[src/rtl/core/rdfs_pkg.sv]
// ----------------------------------------------------------------------------
// Randomised DFS explorer package
// Shared constants, move codes and the controller to datapath interface types.
// ----------------------------------------------------------------------------
package rdfs_pkg;

    localparam int ROOMS         = 64;
    localparam int ROOM_W        = 6;
    localparam int MAX_NB        = 8;
    localparam int SLOT_W        = 3;
    localparam int NB_CNT_W      = 4;
    localparam int CNT_W         = 16;
    localparam int RND_W         = 16;
    localparam int ENTRY_W       = ROOM_W + 1;
    localparam int ROW_W         = ENTRY_W * MAX_NB;
    localparam int RC_W          = 7;
    localparam int WANDER_FACTOR = 5;
    localparam int DIV_CNT_W     = 4;

    typedef enum logic [1:0] {
        KIND_NEW    = 2'd0,
        KIND_BACK   = 2'd1,
        KIND_WANDER = 2'd2,
        KIND_NONE   = 2'd3
    } kind_t;

    localparam logic [1:0] CFG_ROOM_COUNT = 2'd0;
    localparam logic [1:0] CFG_START_ROOM = 2'd1;

    typedef struct packed {
        logic latch;
        logic rd;
        logic load_wr;
        logic scan_step;
        logic div_start;
        logic div_step;
        logic apply;
        logic emit;
    } cmd_t;

    typedef struct packed {
        logic mode;
        logic scan_last;
        logic div_last;
        logic done;
    } status_t;

endpackage

[src/rtl/core/rdfs_ctrl.sv]
// ----------------------------------------------------------------------------
// Randomised DFS explorer controller
// Per beat: read, then a table write or scan, remainder and update; output.
// ----------------------------------------------------------------------------
module rdfs_ctrl
    import rdfs_pkg::*;
(
    input  logic    clk,
    input  logic    rst_n,
    input  logic    in_valid,
    input  logic    out_free,
    input  status_t st,
    output logic    in_ready,
    output cmd_t    cmd
);

    typedef enum logic [2:0] {
        S_IDLE,
        S_READ,
        S_LOAD,
        S_SCAN,
        S_DIV_INIT,
        S_DIV,
        S_APPLY,
        S_OUT
    } state_t;

    state_t state_reg;
    state_t state_next;
    logic   ready_reg;
    logic   ready_next;

    always_comb
    begin
        state_next = state_reg;
        cmd        = '0;
        unique case (state_reg)
            S_IDLE:
            begin
                if (in_valid && ready_reg)
                begin
                    cmd.latch  = 1'b1;
                    state_next = S_READ;
                end
            end
            S_READ:
            begin
                cmd.rd     = 1'b1;
                state_next = st.mode ? S_SCAN : S_LOAD;
            end
            S_LOAD:
            begin
                cmd.load_wr = 1'b1;
                state_next  = S_OUT;
            end
            S_SCAN:
            begin
                cmd.scan_step = 1'b1;
                if (st.scan_last)
                    state_next = S_DIV_INIT;
            end
            S_DIV_INIT:
            begin
                cmd.div_start = 1'b1;
                state_next    = S_DIV;
            end
            S_DIV:
            begin
                cmd.div_step = 1'b1;
                if (st.div_last)
                    state_next = S_APPLY;
            end
            S_APPLY:
            begin
                cmd.apply  = 1'b1;
                state_next = S_OUT;
            end
            S_OUT:
            begin
                if (out_free)
                begin
                    cmd.emit   = 1'b1;
                    state_next = S_IDLE;
                end
            end
            default:
            begin
                state_next = S_IDLE;
            end
        endcase
        ready_next = (state_next == S_IDLE);
    end

    always_ff @(posedge clk or negedge rst_n)
    begin
        if (!rst_n)
        begin
            state_reg <= S_IDLE;
            ready_reg <= 1'b0;
        end
        else
        begin
            state_reg <= state_next;
            ready_reg <= ready_next;
        end
    end

    assign in_ready = ready_reg;

endmodule

[config.mk]
export PLATFORM = sky130hd
export DESIGN_NAME = rdfs_ctrl
export DESIGN_NICKNAME = d
export VERILOG_FILES = /design/src/rtl/core/rdfs_pkg.sv /design/src/rtl/core/rdfs_ctrl.sv
export SDC_FILE = /design/constraint.sdc
export NUM_CORES = 1
export LEC_CHECK = 0
export BUFFER_PORTS_ARGS = -buffer_cell sky130_fd_sc_hd__buf_2
export CAP_MARGIN = 20
export CORE_AREA = 2 2 39 41
export DETAILED_ROUTE_END_ITERATION = 16
export DIE_AREA = 0 0 41 43
export GPL_ROUTABILITY_DRIVEN = 0
export PLACE_DENSITY = 0.54
export REMOVE_ABC_BUFFERS = 1
export SLEW_MARGIN = 40
export SYNTH_ARGS = -nofsm -noshare
export SYNTH_HDL_FRONTEND = slang
export SYNTH_SLANG_ARGS = --single-unit
[constraint.sdc]
create_clock -name clk -period 1.81 [get_ports clk]
set_input_delay 0.362 -clock clk [delete_from_list [all_inputs] [get_ports clk]]
set_output_delay 0.362 -clock clk [all_outputs]
set_load 0.01 [all_outputs]
==> results.sh <==
export IMPL_fillers=156
export IMPL_cp_end_kind="primary output"
export IMPL_hold_path_end="in_ready"
export IMPL_reg2reg_to="state_reg[1]"
export IMPL_grt_pass1_vias=259
export IMPL_final_cell_mix="buf_2, nand2_1, dfrtp_1"
export IMPL_hold_viol=0
export IMPL_synth_compound_area_frac=0.150
export IMPL_rsz0062_at_grt="false"
export IMPL_core_rowCount=14
export IMPL_ys_seq_area_frac=0.343
export IMPL_clk_path_buf_depth=2
export IMPL_post_cts_repair_setup_buffers=0
export IMPL_dieArea_um2=1760
export IMPL_synth_top_family_by_area="simple AND/OR/NAND/NOR gates"
export IMPL_crit_path_start_kind="register"
export IMPL_yosys_area_share_simple=0.330
export IMPL_synthMuxAreaShare=0.0343
export IMPL_avgSynthCellArea_um2=7.88
export IMPL_crit_type="register to primary output"
export IMPL_portBuffers=15
export IMPL_drive_gt1_frac=0.377
export IMPL_ys_seq_elements=4
export IMPL_dpl_cell_count=65
export IMPL_maxCapViolCount=0
export IMPL_setup_violations=0
export IMPL_leakage_nw=0.224
export IMPL_grt_total_usage=0.0894
export IMPL_grt_start_max_net_pins=14
export IMPL_grt_first_pass_wirelength_um=1020
export IMPL_multi_input_area_um2=150
export IMPL_synthXorXnorAreaFrac=0
export IMPL_clk_latency_ns=0.24
export IMPL_fin_crit_sh=0.893
export IMPL_firstDrtPassIters=2
export IMPL_cts_buffers=3
export IMPL_synth_area_leaders="dfrtp_1, buf_6, nand2_1"
export IMPL_wire_per_inst_um=9.10
export IMPL_finalNonFillerCells=69
export IMPL_synth_area_um2=292
export IMPL_cts_tree="yes"
export IMPL_final_core_util=0.281
export IMPL_yosysWarnings=0
export IMPL_synth_adder_area_share=0
export IMPL_worst_slew_pin_slew_ns=0.355
export IMPL_tns_ns=0
export IMPL_slew_headroom=0.763
export IMPL_viasPerCell=4.32
export IMPL_status="finished clean"
export IMPL_hold_path_class="input port to register"
export IMPL_power_density_nw_per_um2=1590
export IMPL_postSynthCellCount=37
export IMPL_grt_overflow_total=0
export IMPL_irDropWorstVdd_mv=0.719
export IMPL_routed_wirelength_um=628
export IMPL_whs_path_depth=4
export IMPL_htree_levels=1
export IMPL_reg2reg_setup_slack_ns=0.75
export IMPL_layout_commonest_cell="buf_2"
export IMPL_maxSlewViolCount=0
export IMPL_antenna_found_initial=0
export IMPL_synth_cell_types=19
export IMPL_nNetsFinal=63
export IMPL_ant_nets=0
export IMPL_reg2regPathDepth=3
export IMPL_area_growth_pct=33.5
export IMPL_start_util=0.211
export IMPL_synth_largest_area_cell="dfrtp_1"
export IMPL_drt_iter0_markers=2
export IMPL_num_vias=298
export IMPL_ioPinCount=17
export IMPL_dieWidth_um=41
export IMPL_hp_start="in_valid"
export IMPL_clock_fmax_mhz=619
export IMPL_die_h_um=43
export IMPL_cp_required_ns=1.45
export IMPL_crit_fanout=11
export IMPL_crit_arrival_ns=1.25
export IMPL_seq_area_um2=100
export IMPL_synth_top_cell_area_share=0.343
export IMPL_r2r_start="state_reg[2]"
export IMPL_largest_reg_flops=3
export IMPL_clk_pin_slew_worst_paths_ns=0.04
export IMPL_cts_sinks=4
export IMPL_n_antenna_cell=0
export IMPL_core_area_um2=1380
export IMPL_finClkSkew_ns=0.00207
export IMPL_drc=0
export IMPL_layout_min_cycle_time_ns=1.62
export IMPL_root_buffer="clkbuf_4"
metal layers:
layer  up-vias  GRT usage  part of all wire
li1        159          -                 -
met1       122      0.113              0.46
met2        15      0.103              0.40
met3         2     0.0628              0.12
met4         0     0.0600             0.013
met5         -          0                 0
repair_timing:
item	4_1_cts	5_1_grt
resized for setup	0	0
hold endpoints to repair	4	0
hold buffers	1	0
metrics by stage:
step / instance area [um2] / setup WS [ns] / hold slack [ns] / power (W)
6_report: 389 / 0.194 / 0.415 / 0.000618
4_1_cts: 389 / 0.191 / 0.417 / 0.000627
5_1_grt: 389 / 0.0836 / 0.446 / 0.000682
2_1_floorplan: 262 / 0.549 / 0.0664 / 0.000395
3_3_place_gp: 357 / 0.453 / 0.169 / 0.000505
3_5_place_dp: 357 / 0.446 / 0.172 / 0.000506
where the power goes:
part | internal (W) | leakage [nW] | total (W) | switching, W
registers | 0.000133 | 0.0469 | 0.000233 | 0.000100
logic | 0.000128 | 0.164 | 0.000269 | 0.000141
clock network | 0.0000744 | 0.0138 | 0.000115 | 0.0000403
how the worst max path moves through the flow:
stage / slack, ns / cells after the start / end / startpoint
finish: 0.19 / 3 / cmd[6] / state_reg[0]
global route: 0.08 / 3 / cmd[6] / state_reg[0]
CTS: 0.19 / 3 / cmd[7] / state_reg[1]
detailed placement: 0.45 / 3 / cmd[7] / state_reg[1]
global placement: 0.45 / 3 / cmd[7] / state_reg[1]
floorplan: 0.55 / 2 / cmd[7] / state_reg[1]
worst max-delay path, cell delays in order, from the launching register on:
cell	delay [ns]
dfrtp_1	0.52
inv_1	0.14
nor3_1	0.19
buf_2	0.16
cell type report:
| cell class | count | share of cell area |
|---|---|---|
| Clock buffer | 3 | 0.0579 |
| Tap cell | 16 | 0.0514 |
| Timing Repair Buffer | 16 | 0.219 |
| Multi-Input combinational cell | 27 | 0.386 |
| Inverter | 3 | 0.0289 |
| Sequential cell | 4 | 0.257 |
cells by family (layout without fill, tap and decap cells):
group	after synthesis	in the layout
compound gates	8	8
buf+inv	6	22
flops	4	4
mux	1	1
simple gates	18	18
cell usage after synthesis, drive strengths merged:
master / instances
nand2: 6
o21ai: 5
dfrtp: 4
nor3: 4
and3: 3
buf: 3
inv: 3
a21oi: 2
mux2i: 1
nand3: 1
nand3b: 1
nand4: 1
nor2: 1
nor2b: 1
o2bb2ai: 1
No activity file was read; power rests on OpenSTA's default activity.
